## src/hw/rtl/bcpg_pkg.sv

```systemverilog
// Shared widths, register indexes and reset values for the blink code generator.
`default_nettype none

package bcpg_pkg;

    localparam int TIMER_WIDTH = 16;
    localparam int COUNT_WIDTH = 8;

    localparam int CFG_IDX_WIDTH  = 3;
    localparam int CFG_DATA_WIDTH = 16;

    // register indexes
    localparam logic [CFG_IDX_WIDTH-1:0] CFG_PULSE_COUNT = 3'd0;
    localparam logic [CFG_IDX_WIDTH-1:0] CFG_BREAK_TICKS = 3'd1;
    localparam logic [CFG_IDX_WIDTH-1:0] CFG_HALF_TICKS  = 3'd2;
    localparam logic [CFG_IDX_WIDTH-1:0] CFG_SYNC_HIGH   = 3'd3;
    localparam logic [CFG_IDX_WIDTH-1:0] CFG_SYNC_LOW    = 3'd4;
    localparam logic [CFG_IDX_WIDTH-1:0] CFG_IDLE_HIGH   = 3'd5;
    localparam logic [CFG_IDX_WIDTH-1:0] CFG_IDLE_LOW    = 3'd6;

    // register reset values
    localparam logic [7:0]  RST_PULSE_COUNT = 8'd0;
    localparam logic [15:0] RST_BREAK_TICKS = 16'd2500;
    localparam logic [15:0] RST_HALF_TICKS  = 16'd100;
    localparam logic [15:0] RST_SYNC_HIGH   = 16'd50;
    localparam logic [15:0] RST_SYNC_LOW    = 16'd200;
    localparam logic [15:0] RST_IDLE_HIGH   = 16'd100;
    localparam logic [15:0] RST_IDLE_LOW    = 16'd300;

    // timer values after reset
    localparam logic [TIMER_WIDTH-1:0] INIT_MAIN_TICKS = TIMER_WIDTH'(100);
    localparam logic [TIMER_WIDTH-1:0] INIT_SYNC_TICKS = TIMER_WIDTH'(300);

endpackage

`default_nettype wire

```

## src/hw/rtl/bcpg_if.sv

```systemverilog
// Request, result and configuration channel interfaces of the blink code generator.
`default_nettype none

interface bcpg_req_if;
    logic valid;
    logic ready;
    logic tick;

    modport source (output valid, output tick, input ready);
    modport sink   (input valid, input tick, output ready);
endinterface

interface bcpg_rsp_if;
    logic       valid;
    logic       ready;
    logic       level;
    logic [1:0] phase;
    logic [7:0] pulses_left;

    modport source (output valid, output level, output phase, output pulses_left, input ready);
    modport sink   (input valid, input level, input phase, input pulses_left, output ready);
endinterface

interface bcpg_cfg_if;
    import bcpg_pkg::*;
    logic                      valid;
    logic                      ready;
    logic [CFG_IDX_WIDTH-1:0]  index;
    logic [CFG_DATA_WIDTH-1:0] data;

    modport source (output valid, output index, output data, input ready);
    modport sink   (input valid, input index, input data, output ready);
endinterface

`default_nettype wire

```

## src/hw/rtl/blink_code_pulse_generator_unit.sv

```systemverilog
// Top level of the LED blink code generator: timers, burst sequencer, result register.
//
//   channel  dir  modport  payload
//   i_req    in   sink     tick (1)
//   o_rsp    out  source   level (1), phase (2), pulses_left (8)
//   i_cfg    in   sink     index (3), data (16)
//
// One request is taken per clock while the result register is free; its result appears in the
// result register the next cycle. Both timers and the sequencer update in that same cycle.
// Requests are taken while the result register is empty or being drained.
// A stalled result holds the sequencer, timers and result register; config writes are always ready.
// i_rst_n is synchronous, active low: config registers, timers, sequencer and result valid go to reset values.
`default_nettype none

module blink_code_pulse_generator_unit
    import bcpg_pkg::*;
(
    input  wire         i_clk,
    input  wire         i_rst_n,
    bcpg_req_if.sink    i_req,
    bcpg_rsp_if.source  o_rsp,
    bcpg_cfg_if.sink    i_cfg
);

    typedef enum logic [1:0] {
        PH_IDLE  = 2'd0,
        PH_BREAK = 2'd1,
        PH_COUNT = 2'd2
    } t_phase;

    // configuration registers
    logic [7:0]  r_pulse_count;
    logic [15:0] r_break_ticks;
    logic [15:0] r_half_ticks;
    logic [15:0] r_sync_high;
    logic [15:0] r_sync_low;
    logic [15:0] r_idle_high;
    logic [15:0] r_idle_low;

    // sequencer state
    t_phase                  r_phase,     n_phase;
    logic                    r_burst,     n_burst;
    logic                    r_sync,      n_sync;
    logic [COUNT_WIDTH-1:0]  r_remaining, n_remaining;
    logic [TIMER_WIDTH-1:0]  r_main_tmr,  n_main_tmr;
    logic [TIMER_WIDTH-1:0]  r_sync_tmr,  n_sync_tmr;

    // result register
    logic       r_out_valid;
    logic       r_level,  n_level;
    logic [1:0] r_phase_out;
    logic [7:0] r_pulses;

    logic                   req_take;
    logic [COUNT_WIDTH-1:0] count;
    logic [TIMER_WIDTH-1:0] main_dec;
    logic [TIMER_WIDTH-1:0] sync_dec;

    assign i_cfg.ready = 1'b1;
    assign i_req.ready = !r_out_valid || o_rsp.ready;
    assign req_take    = i_req.valid && i_req.ready;

    assign o_rsp.valid       = r_out_valid;
    assign o_rsp.level       = r_level;
    assign o_rsp.phase       = r_phase_out;
    assign o_rsp.pulses_left = r_pulses;

    // configuration writes; indexes past the list are dropped
    always_ff @(posedge i_clk) begin
        if (!i_rst_n) begin
            r_pulse_count <= RST_PULSE_COUNT;
            r_break_ticks <= RST_BREAK_TICKS;
            r_half_ticks  <= RST_HALF_TICKS;
            r_sync_high   <= RST_SYNC_HIGH;
            r_sync_low    <= RST_SYNC_LOW;
            r_idle_high   <= RST_IDLE_HIGH;
            r_idle_low    <= RST_IDLE_LOW;
        end else if (i_cfg.valid) begin
            unique case (i_cfg.index)
                CFG_PULSE_COUNT: r_pulse_count <= i_cfg.data[7:0];
                CFG_BREAK_TICKS: r_break_ticks <= i_cfg.data;
                CFG_HALF_TICKS:  r_half_ticks  <= i_cfg.data;
                CFG_SYNC_HIGH:   r_sync_high   <= i_cfg.data;
                CFG_SYNC_LOW:    r_sync_low    <= i_cfg.data;
                CFG_IDLE_HIGH:   r_idle_high   <= i_cfg.data;
                CFG_IDLE_LOW:    r_idle_low    <= i_cfg.data;
                default: ;
            endcase
        end
    end

    assign count = COUNT_WIDTH'(r_pulse_count);

    // a tick counts both timers down, stopping at zero
    assign main_dec = (i_req.tick && (r_main_tmr != '0)) ? r_main_tmr - 1'b1 : r_main_tmr;
    assign sync_dec = (i_req.tick && (r_sync_tmr != '0)) ? r_sync_tmr - 1'b1 : r_sync_tmr;

    always_comb begin
        n_phase     = r_phase;
        n_burst     = r_burst;
        n_sync      = r_sync;
        n_remaining = r_remaining;
        n_main_tmr  = main_dec;
        n_sync_tmr  = sync_dec;

        // free-running sync blinker
        if (sync_dec == '0) begin
            n_sync     = !r_sync;
            n_sync_tmr = TIMER_WIDTH'(n_sync ? r_sync_high : r_sync_low);
        end

        if (main_dec == '0) begin
            unique case (r_phase)
                PH_IDLE: begin
                    // idle check timer toggles the hidden level and polls the count
                    n_burst    = !r_burst;
                    n_main_tmr = TIMER_WIDTH'(n_burst ? r_idle_high : r_idle_low);
                    if (count != '0) begin
                        n_phase    = PH_BREAK;
                        n_burst    = 1'b0;
                        n_main_tmr = TIMER_WIDTH'(r_break_ticks);
                    end
                end
                PH_BREAK: begin
                    n_phase     = PH_COUNT;
                    n_remaining = count;
                    n_main_tmr  = TIMER_WIDTH'(r_half_ticks);
                end
                PH_COUNT: begin
                    n_burst    = !r_burst;
                    n_main_tmr = TIMER_WIDTH'(r_half_ticks);
                    // end of a high half closes one pulse
                    if (!n_burst) begin
                        if (count == '0) begin
                            n_phase     = PH_IDLE;
                            n_remaining = '0;
                        end else begin
                            n_remaining = r_remaining - 1'b1;
                            if (n_remaining == '0) begin
                                n_phase    = PH_BREAK;
                                n_burst    = 1'b0;
                                n_main_tmr = TIMER_WIDTH'(r_break_ticks);
                            end
                        end
                    end
                end
                default: ;  // unused phase code holds the sequencer state; the timers still run
            endcase
        end

        n_level = (n_phase == PH_IDLE) ? n_sync : n_burst;
    end

    always_ff @(posedge i_clk) begin
        if (!i_rst_n) begin
            r_phase     <= PH_IDLE;
            r_burst     <= 1'b0;
            r_sync      <= 1'b0;
            r_remaining <= '0;
            r_main_tmr  <= INIT_MAIN_TICKS;
            r_sync_tmr  <= INIT_SYNC_TICKS;
            r_out_valid <= 1'b0;
        end else begin
            if (req_take) begin
                r_phase     <= n_phase;
                r_burst     <= n_burst;
                r_sync      <= n_sync;
                r_remaining <= n_remaining;
                r_main_tmr  <= n_main_tmr;
                r_sync_tmr  <= n_sync_tmr;
                r_level     <= n_level;
                r_phase_out <= 2'(n_phase);
                r_pulses    <= 8'(n_remaining);
                r_out_valid <= 1'b1;
            end else if (o_rsp.ready) begin
                r_out_valid <= 1'b0;
            end
        end
    end

`ifndef SYNTH
    // every accepted request leaves a result behind
    a_req_gives_rsp: assert property (@(posedge i_clk) disable iff (!i_rst_n)
        req_take |=> r_out_valid)
        else $error("accepted request produced no result");

    // idle always clears the pulse counter
    a_idle_no_pulses: assert property (@(posedge i_clk) disable iff (!i_rst_n)
        (r_phase == PH_IDLE) |-> (r_remaining == '0))
        else $error("pulses left while idle");

    // the LED stays dark during a break
    a_break_dark: assert property (@(posedge i_clk) disable iff (!i_rst_n)
        (r_phase == PH_BREAK) |-> !r_burst)
        else $error("burst level high during break");

    // sequencer state moves only on an accepted request
    a_state_held: assert property (@(posedge i_clk) disable iff (!i_rst_n)
        !req_take |=> $stable(r_phase) && $stable(r_remaining) && $stable(r_main_tmr))
        else $error("sequencer moved without a request");
`endif

endmodule

`default_nettype wire

```

## src/flat_wrapper.sv

```systemverilog
// flat-port wrapper written by rule: the top's interface ports become plain ports
module blink_code_pulse_generator_unit_flat import bcpg_pkg::*;
  (i_clk, i_rst_n, i_req_valid, i_req_tick, i_req_ready, o_rsp_valid, o_rsp_level, o_rsp_phase, o_rsp_pulses_left, o_rsp_ready, i_cfg_valid, i_cfg_index, i_cfg_data, i_cfg_ready);
  bcpg_req_if i_req_i ();
  bcpg_rsp_if o_rsp_i ();
  bcpg_cfg_if i_cfg_i ();
  input  wire i_clk;
  input  wire i_rst_n;
  input wire logic [$bits(i_req_i.valid)-1:0] i_req_valid;
  input wire logic [$bits(i_req_i.tick)-1:0] i_req_tick;
  output wire logic [$bits(i_req_i.ready)-1:0] i_req_ready;
  output wire logic [$bits(o_rsp_i.valid)-1:0] o_rsp_valid;
  output wire logic [$bits(o_rsp_i.level)-1:0] o_rsp_level;
  output wire logic [$bits(o_rsp_i.phase)-1:0] o_rsp_phase;
  output wire logic [$bits(o_rsp_i.pulses_left)-1:0] o_rsp_pulses_left;
  input wire logic [$bits(o_rsp_i.ready)-1:0] o_rsp_ready;
  input wire logic [$bits(i_cfg_i.valid)-1:0] i_cfg_valid;
  input wire logic [$bits(i_cfg_i.index)-1:0] i_cfg_index;
  input wire logic [$bits(i_cfg_i.data)-1:0] i_cfg_data;
  output wire logic [$bits(i_cfg_i.ready)-1:0] i_cfg_ready;
  assign i_req_i.valid = i_req_valid;
  assign i_req_i.tick = i_req_tick;
  assign i_req_ready = i_req_i.ready;
  assign o_rsp_valid = o_rsp_i.valid;
  assign o_rsp_level = o_rsp_i.level;
  assign o_rsp_phase = o_rsp_i.phase;
  assign o_rsp_pulses_left = o_rsp_i.pulses_left;
  assign o_rsp_i.ready = o_rsp_ready;
  assign i_cfg_i.valid = i_cfg_valid;
  assign i_cfg_i.index = i_cfg_index;
  assign i_cfg_i.data = i_cfg_data;
  assign i_cfg_ready = i_cfg_i.ready;
  blink_code_pulse_generator_unit u_core (.i_clk(i_clk), .i_rst_n(i_rst_n), .i_req(i_req_i), .o_rsp(o_rsp_i), .i_cfg(i_cfg_i));
endmodule
```

## config.mk

```make
export PLATFORM = sky130hd
export DESIGN_NAME = blink_code_pulse_generator_unit_flat
export DESIGN_NICKNAME = d
export VERILOG_FILES = /design/src/hw/rtl/bcpg_pkg.sv /design/src/hw/rtl/bcpg_if.sv /design/src/hw/rtl/blink_code_pulse_generator_unit.sv /design/src/flat_wrapper.sv
export SDC_FILE = /design/constraint.sdc
export NUM_CORES = 1
export LEC_CHECK = 0
export BUFFER_PORTS_ARGS = -buffer_cell sky130_fd_sc_hd__buf_2
export CAP_MARGIN = 20
export CELL_PAD_IN_SITES_DETAIL_PLACEMENT = 1
export CELL_PAD_IN_SITES_GLOBAL_PLACEMENT = 2
export CORE_MARGIN = 2
export CORE_UTILIZATION = 30
export CTS_CLUSTER_DIAMETER = 30
export DETAILED_ROUTE_END_ITERATION = 16
export GPL_ROUTABILITY_DRIVEN = 0
export PLACE_DENSITY = 0.79
export SYNTH_ARGS = -nofsm -noshare
export SYNTH_HDL_FRONTEND = slang
export SYNTH_SLANG_ARGS = --single-unit
```

## constraint.sdc

```tcl
create_clock -name i_clk -period 3.96 [get_ports i_clk]
set_clock_uncertainty 0.05 [all_clocks]
set_input_delay 1.188 -clock i_clk [delete_from_list [all_inputs] [get_ports i_clk]]
set_output_delay 1.188 -clock i_clk [all_outputs]
set_load 0.03 [all_outputs]
```

==> qor.log, run 1 <==
INFO  clock_network  cts_root_buffer=clkbuf_16
INFO  sta            totalNegativeSetupSlack=0ps
INFO  yosys          synth-seq-area-share=40.60%
INFO  clock_network  postCtsSetupRepairBufs=0
INFO  floorplan      die_area=0.02854mm²
INFO  floorplan      fp.coreArea=0.02680mm²
INFO  critical_path  critPathCaptureType=flip-flop
INFO  placed_design  placed_cells_incl_taps=1370
INFO  final_layout   final_net_count=1082
INFO  final_layout   layout-area-overhead-vs-synth=14.84%
INFO  detailed_routing drt-total-wl=27090µm
INFO  clock_network  cts.reportedPaths.clkPinSlew=70ps
INFO  clock_network  tritoncts.num_buffers=17
INFO  detailed_routing drt_pass1_iterations=6
INFO  floorplan      floorplan.initialDensity=30.45%
INFO  detailed_routing drc=0
INFO  floorplan      placement_rows=60
INFO  power          total_power=3.937mW
INFO  yosys          synth_edf_count=11
INFO  yosys          ys_dominant_reg_cell=dfxtp_1
INFO  sta            finalCriticalPeriod=3663ps
INFO  detailed_routing vias=7642
INFO  sta            setup_viol_count_final=0
INFO  clock_network  clock_tree_from_tritoncts=yes
INFO  yosys          syn_area=0.008160mm²
INFO  yosys          register_bit_count_reported_by_yosys=160
INFO  sta            slew-limit-headroom=34.83%
INFO  grt            grt_antenna_before_repair=0
INFO  detailed_routing route.detailed.wl_per_inst=19.34µm
INFO  yosys          synthesis.instances=1031
INFO  grt            global_route_layer_with_the_greatest_usage=met2
INFO  critical_path  crit_required=4060ps
INFO  floorplan      die_y=168.9µm
INFO  grt            first_global_vias=7501
INFO  placed_design  portBuffers=37
INFO  critical_path  timing_worst_setup_path_type=flip-flop to flip-flop
INFO  grt            use_met3=2.619%
INFO  detailed_routing postRouteAntennaNets=0
INFO  clock_network  cts-root-to-sink-buffers=2
INFO  yosys          synth.largest_area_cell=dfxtp_1
INFO  grt            grt.met2_usage=30.92%
INFO  grt            groute.usage.overall=19.37%
INFO  clock_network  clock_insertion_delay_worst_skew=430ps
INFO  placed_design  dp_hpwl=18280µm
INFO  detailed_routing dr.first_iter.drc_count=515
INFO  power          p_per_area=420.1mW/mm²
INFO  clock_network  cts-htree-levels=4
INFO  sta            fin_crit_sh=92.51%
INFO  power          ir_drop_worst_vdd=0.0003035V
INFO  grt            use_met1=27.46%
INFO  yosys          synth.yosys.warnings=0
INFO  yosys          ys_top_cells_by_count=nand2_1 (261), dfxtp_1 (149), a21oi_1 (121), nor2_1 (60), clkbuf_1 (50)
INFO  yosys          synthArstFlopShare=0%
INFO  sta            max_slew_violation_total_from_the_final_report=0
INFO  floorplan      io_pins=39
INFO  sta            final_hold_viol_count=0
INFO  sta            rsz_0062_raised_after_global_routing=false
INFO  yosys          synthesis.area_per_instance=7.915µm²
INFO  hold_path      holdCritPathClass=flip-flop to flip-flop
INFO  final_layout   post-route-util=34.97%
INFO  final_layout   post_layout_nonfiller_instances=1401
INFO  yosys          yosys-top-cells-area=dfxtp_1 (37%), nand2_1 (12%), a21oi_1 (7.4%)
INFO  final_layout   drive_above_1_share=13.58%
INFO  sta            tightest_slew=976.2ps
INFO  grt            grt_overflow_total=0
INFO  clock_network  post_cts.resized_instances=0
INFO  power          power_leakage=3.278nW
INFO  clock_network  cts_sink_count=160
INFO  grt            pin_count_of_the_biggest_net_entering_global_routing=116
INFO  detailed_routing drt-vias-per-instance=5.455
INFO  critical_path  worst-r2r-setup-slack=300ps
INFO  status         outcome=finished clean
INFO  clock_network  postCtsHoldBufs=0
INFO  yosys          synth.net_count=1065
INFO  yosys          synth.lib_cells_used.distinct=81
INFO  yosys          synth_largest_type_area_fraction=36.55%
INFO  floorplan      die_width=168.9µm
INFO  sta            fmax=273.0MHz
INFO  critical_path  start_kind=flip-flop
INFO  critical_path  worstPathArrival=3770ps
INFO  critical_path  critical_path_peak_fanout=10
INFO  yosys          synth_most_common_cell=nand2_1
INFO  grt            grt_first_pass_wirelength=43260µm
INFO  job            cap_viol_max_count=0
INFO  final_layout   n_antenna_cell=0
==> layer usage <==
layer | up-vias | share of wire, %
li1 | 3713 | -
met1 | 3783 | 50
met2 | 125 | 46
met3 | 21 | 3.5
met4 | 0 | 1.3
met5 | - | 0
==> area by class of cell <==
class / instances / area (µm²)
inverter: 16 / 61.31
clock inverter: 13 / 232.7
clock buffer: 18 / 439.2
tap: 341 / 426.7
sequential: 160 / 3313
fill: 3165 / 17430
timing repair buffer: 68 / 434.2
multi-input combinational: 785 / 4464
==> flip-flops by register name, indices dropped and copies added, names as in the netlist <==
register / cells
u_core.r_break_ticks: 16
u_core.r_half_ticks: 16
u_core.r_idle_high: 16
u_core.r_idle_low: 16
u_core.r_main_tmr: 16
u_core.r_sync_high: 16
u_core.r_sync_low: 16
u_core.r_sync_tmr: 16
u_core.count: 8
u_core.o_rsp.pulses_left: 8
u_core.r_remaining: 8
u_core.o_rsp.phase: 2
u_core.r_phase: 2
u_core.o_rsp.level: 1
u_core.o_rsp.valid: 1
u_core.r_burst: 1
u_core.r_sync: 1
==> final timing paths <==
check,to,depth (start not counted),startpoint
worst min register to register,u_core.r_sync_high[9],2,u_core.r_sync_high[9]
worst min-delay path,u_core.r_sync_high[9],2,u_core.r_sync_high[9]
worst max-delay path,u_core.o_rsp.level,11,u_core.r_main_tmr[1]
worst max register to register,u_core.o_rsp.level,11,u_core.r_main_tmr[1]
==> worst max-delay path: stages (launching register included) <==
cell	delay (ps)
dfxtp_1	330
inv_1	130
ha_1	270
or3b_2	640
nor4_4	430
a221oi_1	220
nor4_1	290
nand4_1	230
nor4_1	370
o221a_4	270
nor2_2	40
mux2i_1	110
==> metrics by stage <==
| stage | setup slack [ps] | hold slack (ps) | area [µm²] |
|---|---|---|---|
| floorplan | 217.1 | 382.9 | 8160 |
| global placement | 87.43 | 388.2 | 8688 |
| detailed placement | 26.34 | 396.7 | 8700 |
| CTS | 311.9 | 405.9 | 9371 |
| global route | 99.50 | 422.0 | 9371 |
| finish | 296.6 | 402.6 | 9371 |
==> cell usage in the layout (no fill, tap or decap), types with 9 or more instances in the layout <==
cell type / count
clkbuf_16: 17
mux2_2: 14
nor3_1: 22
o21ai_0: 45
buf_4: 29
nand3_1: 39
inv_1: 15
a222oi_1: 14
a21oi_1: 121
mux2i_1: 25
ha_1: 9
nor2_1: 60
edfxtp_1: 11
buf_2: 37
nand2_1: 261
nor4_1: 18
dfxtp_1: 149
nand2b_1: 9
==> cells by family (layout without fill, tap and decap cells) <==
| kind of cell | count (synthesis) | in the layout | synth area share (%) |
|---|---|---|---|
| simple gates | 465 | 465 | 26.19 |
| xor+xnor | 8 | 8 | 0.8587 |
| other cells | 1 | 1 | 0.04595 |
| mux | 39 | 39 | 4.998 |
| fa+ha+maj | 9 | 9 | 1.380 |
| flops | 160 | 160 | 40.60 |
| compound gates | 263 | 263 | 21.17 |
| buf+inv | 86 | 115 | 4.753 |
==> power by group <==
group	internal, mW	switching (mW)	leakage (nW)	total, mW
Sequential	1.66	0.0272	1.31	1.69
Combinational	0.102	0.241	1.64	0.344
Clock	1.20	0.703	0.323	1.90
Power figures use the tool's default switching activity.
==> run 2: changes to the inputs <==
--- a/config.mk
+++ b/config.mk
@@ -10,11 +10,11 @@
 export CELL_PAD_IN_SITES_DETAIL_PLACEMENT = 1
 export CELL_PAD_IN_SITES_GLOBAL_PLACEMENT = 2
 export CORE_MARGIN = 2
-export CORE_UTILIZATION = 30
+export CORE_UTILIZATION = 37
 export CTS_CLUSTER_DIAMETER = 30
 export DETAILED_ROUTE_END_ITERATION = 16
 export GPL_ROUTABILITY_DRIVEN = 0
-export PLACE_DENSITY = 0.79
+export PLACE_DENSITY = 0.92
 export SYNTH_ARGS = -nofsm -noshare
 export SYNTH_HDL_FRONTEND = slang
 export SYNTH_SLANG_ARGS = --single-unit
==> run 2 against run 1 <==
Against the previous run: global-route usage is 3.4 points higher; routed wire length fell by 2.7%; first-iteration DRC count increased by 32%; maximum frequency decreased by 1.0%; largest cell class unchanged; critical endpoint unchanged; clock power fell by 13%; worst hold slack better by 5.1 ps; utilization up 7.4 points.
==> qor.log, run 2 (same netlist as run 1, synthesis figures left out) <==
INFO  detailed_routing route.detailed.wl_per_inst=19.65µm
INFO  grt            groute.usage.overall=22.78%
INFO  sta            slew-limit-headroom=30.76%
INFO  detailed_routing drt_pass1_iterations=6
INFO  critical_path  cp-startpoint=u_core.r_main_tmr[1]
INFO  floorplan      io_pins=39
INFO  clock_network  postCtsSetupRepairBufs=0
INFO  grt            grt_first_pass_wirelength=42660µm
INFO  critical_path  crit_required=4080ps
INFO  detailed_routing drt-total-wl=26350µm
INFO  power          power_leakage=3.242nW
INFO  sta            totalNegativeSetupSlack=0ps
INFO  critical_path  critPathCaptureType=flip-flop
INFO  critical_path  critical_path_peak_fanout=10
INFO  detailed_routing dr.max_layer_used=met4
INFO  final_layout   mostFrequentLayoutCell=nand2_1
INFO  critical_path  start_kind=flip-flop
INFO  power          ir_drop_worst_vdd=0.0003029V
INFO  sta            finalCriticalPeriod=3702ps
INFO  floorplan      die_area=0.02326mm²
INFO  floorplan      fp.coreArea=0.02176mm²
INFO  detailed_routing vias=7691
INFO  floorplan      placement_rows=54
INFO  floorplan      die_y=152.5µm
INFO  final_layout   layout-area-overhead-vs-synth=12.96%
INFO  final_layout   drive_above_1_share=13.76%
INFO  critical_path  worst-r2r-setup-slack=260ps
INFO  sta            fmax=270.2MHz
INFO  final_layout   mostFrequentLayoutCells=nand2_1 (261), dfxtp_1 (149), a21oi_1 (121), nor2_1 (60), o21ai_0 (45)
INFO  final_layout   n_antenna_cell=0
INFO  clock_network  cts-root-to-sink-buffers=2
INFO  status         outcome=finished clean
INFO  sta            setup_viol_count_final=0
INFO  sta            final_hold_viol_count=0
INFO  critical_path  timing_worst_setup_path_type=flip-flop to flip-flop
INFO  grt            grt_overflow_total=0
INFO  detailed_routing routed_wl_met3=1143µm
INFO  detailed_routing drt-vias-per-instance=5.735
INFO  grt            pin_count_of_the_biggest_net_entering_global_routing=69
INFO  power          p_per_area=400.5mW/mm²
INFO  clock_network  cts.reportedPaths.clkPinSlew=70ps
INFO  floorplan      floorplan.initialDensity=37.51%
INFO  grt            grt_antenna_before_repair=0
INFO  critical_path  regToRegEndpoint=u_core.o_rsp.level
INFO  hold_path      holdCritPathClass=flip-flop to flip-flop
INFO  sta            tightest_slew=1037ps
INFO  critical_path  worstPathArrival=3820ps
INFO  clock_network  clock_tree_from_tritoncts=yes
INFO  grt            first_global_vias=7752
INFO  detailed_routing routed_length_on_met2=12450µm
INFO  critical_path  regToRegStartpoint=u_core.r_main_tmr[1]
INFO  clock_network  cts_root_buffer=clkbuf_16
INFO  placed_design  portBuffers=37
INFO  placed_design  dp_hpwl=17660µm
INFO  detailed_routing postRouteAntennaNets=0
INFO  sta            fin_crit_sh=93.47%
INFO  sta            rsz_0062_raised_after_global_routing=false
INFO  clock_network  tritoncts.num_buffers=17
INFO  floorplan      die_width=152.5µm
INFO  detailed_routing dr.first_iter.drc_count=679
INFO  critical_path  crit_path_end=u_core.o_rsp.level
INFO  job            cap_viol_max_count=0
INFO  sta            final.hold.worst_slack=407.7ps
INFO  clock_network  cts-htree-levels=4
INFO  final_layout   final_net_count=1083
INFO  clock_network  cts_sink_count=160
INFO  detailed_routing m1WireLength=12400µm
INFO  clock_network  clock_insertion_delay_worst_skew=440ps
INFO  detailed_routing drc=0
INFO  sta            max_slew_violation_total_from_the_final_report=0
INFO  critical_path  timing.reg2reg.worst_path_depth=11
run 2: cell types whose count changed in the layout (fill, tap and decap cells not counted):
cell	change
bufinv_16	-4
inv_6	+4
buf_4	+1
clkbuf_8	-1
clkinv_2	+1
clkinv_4	+1
inv_4	-1
nor4_1	-1
nor4_2	+1
run 2: per-stage QoR:
stage          setup slack [ps]  power, mW  cell area (µm²)  util [%]  instances
3_3_place_gp              124.7      2.055             8620     39.62       1309
6_report                  258.5      3.691             9218     42.37       1341
2_1_floorplan             217.1      1.936             8160         -       1031
5_1_grt                   82.93      3.819             9218     42.37       1341
3_5_place_dp              18.13      2.062             8620     39.62       1309
4_1_cts                   302.9      3.710             9200     42.29       1340
run 2: cell type report:
type / instances / area (µm²)
inverters: 16 / 61.31
flip-flops and latches: 160 / 3313
fillers: 2677 / 12540
multi-input cells: 785 / 4471
clock buffers: 17 / 425.4
repair buffers: 69 / 441.7
clock inverters: 14 / 155.1
well taps: 280 / 350.3
run 2: repair_timing:
action                                  in CTS  in global routing
endpoints found under the setup margin       0                  1
gates resized for setup                      0                  1
hold buffers                                 0                  0
run 2: critical path, cell delays in order, from the launching register on:
cell and delay [ps]:
dfxtp_1 330, inv_1 140, ha_1 270, or3b_2 640
o41ai_4 490, nor3_1 110, xnor2_1 320, nand4_1 240
nor4_1 410, o221a_4 290, nor2_2 50, mux2i_1 110
run 2: report_power, final:
group          switching [mW]  internal (mW)
sequential             0.0285           1.66
clock                   0.725          0.935
combinational           0.237          0.102
run 2: how the worst min path moves through the flow:
stage                      startpoint                     end  slack (ps)  cells after the start
2_1_floorplan    u_core.r_sync_low[0]    u_core.r_sync_low[0]         380                      2
3_3_place_gp     u_core.r_sync_low[9]    u_core.r_sync_low[9]         390                      2
3_5_place_dp     u_core.r_sync_low[0]    u_core.r_sync_low[0]         400                      2
4_1_cts        u_core.r_half_ticks[4]  u_core.r_half_ticks[4]         410                      2
5_1_grt         u_core.r_sync_low[15]   u_core.r_sync_low[15]         430                      2
6_report         u_core.r_sync_low[9]    u_core.r_sync_low[9]         410                      2
run 2: routing by layer:
layer	track usage, %	vias to the layer above
met1	31.43	3764
met5	0	-
met4	5.467	0
li1	-	3713
met2	37.97	185
met3	3.100	29
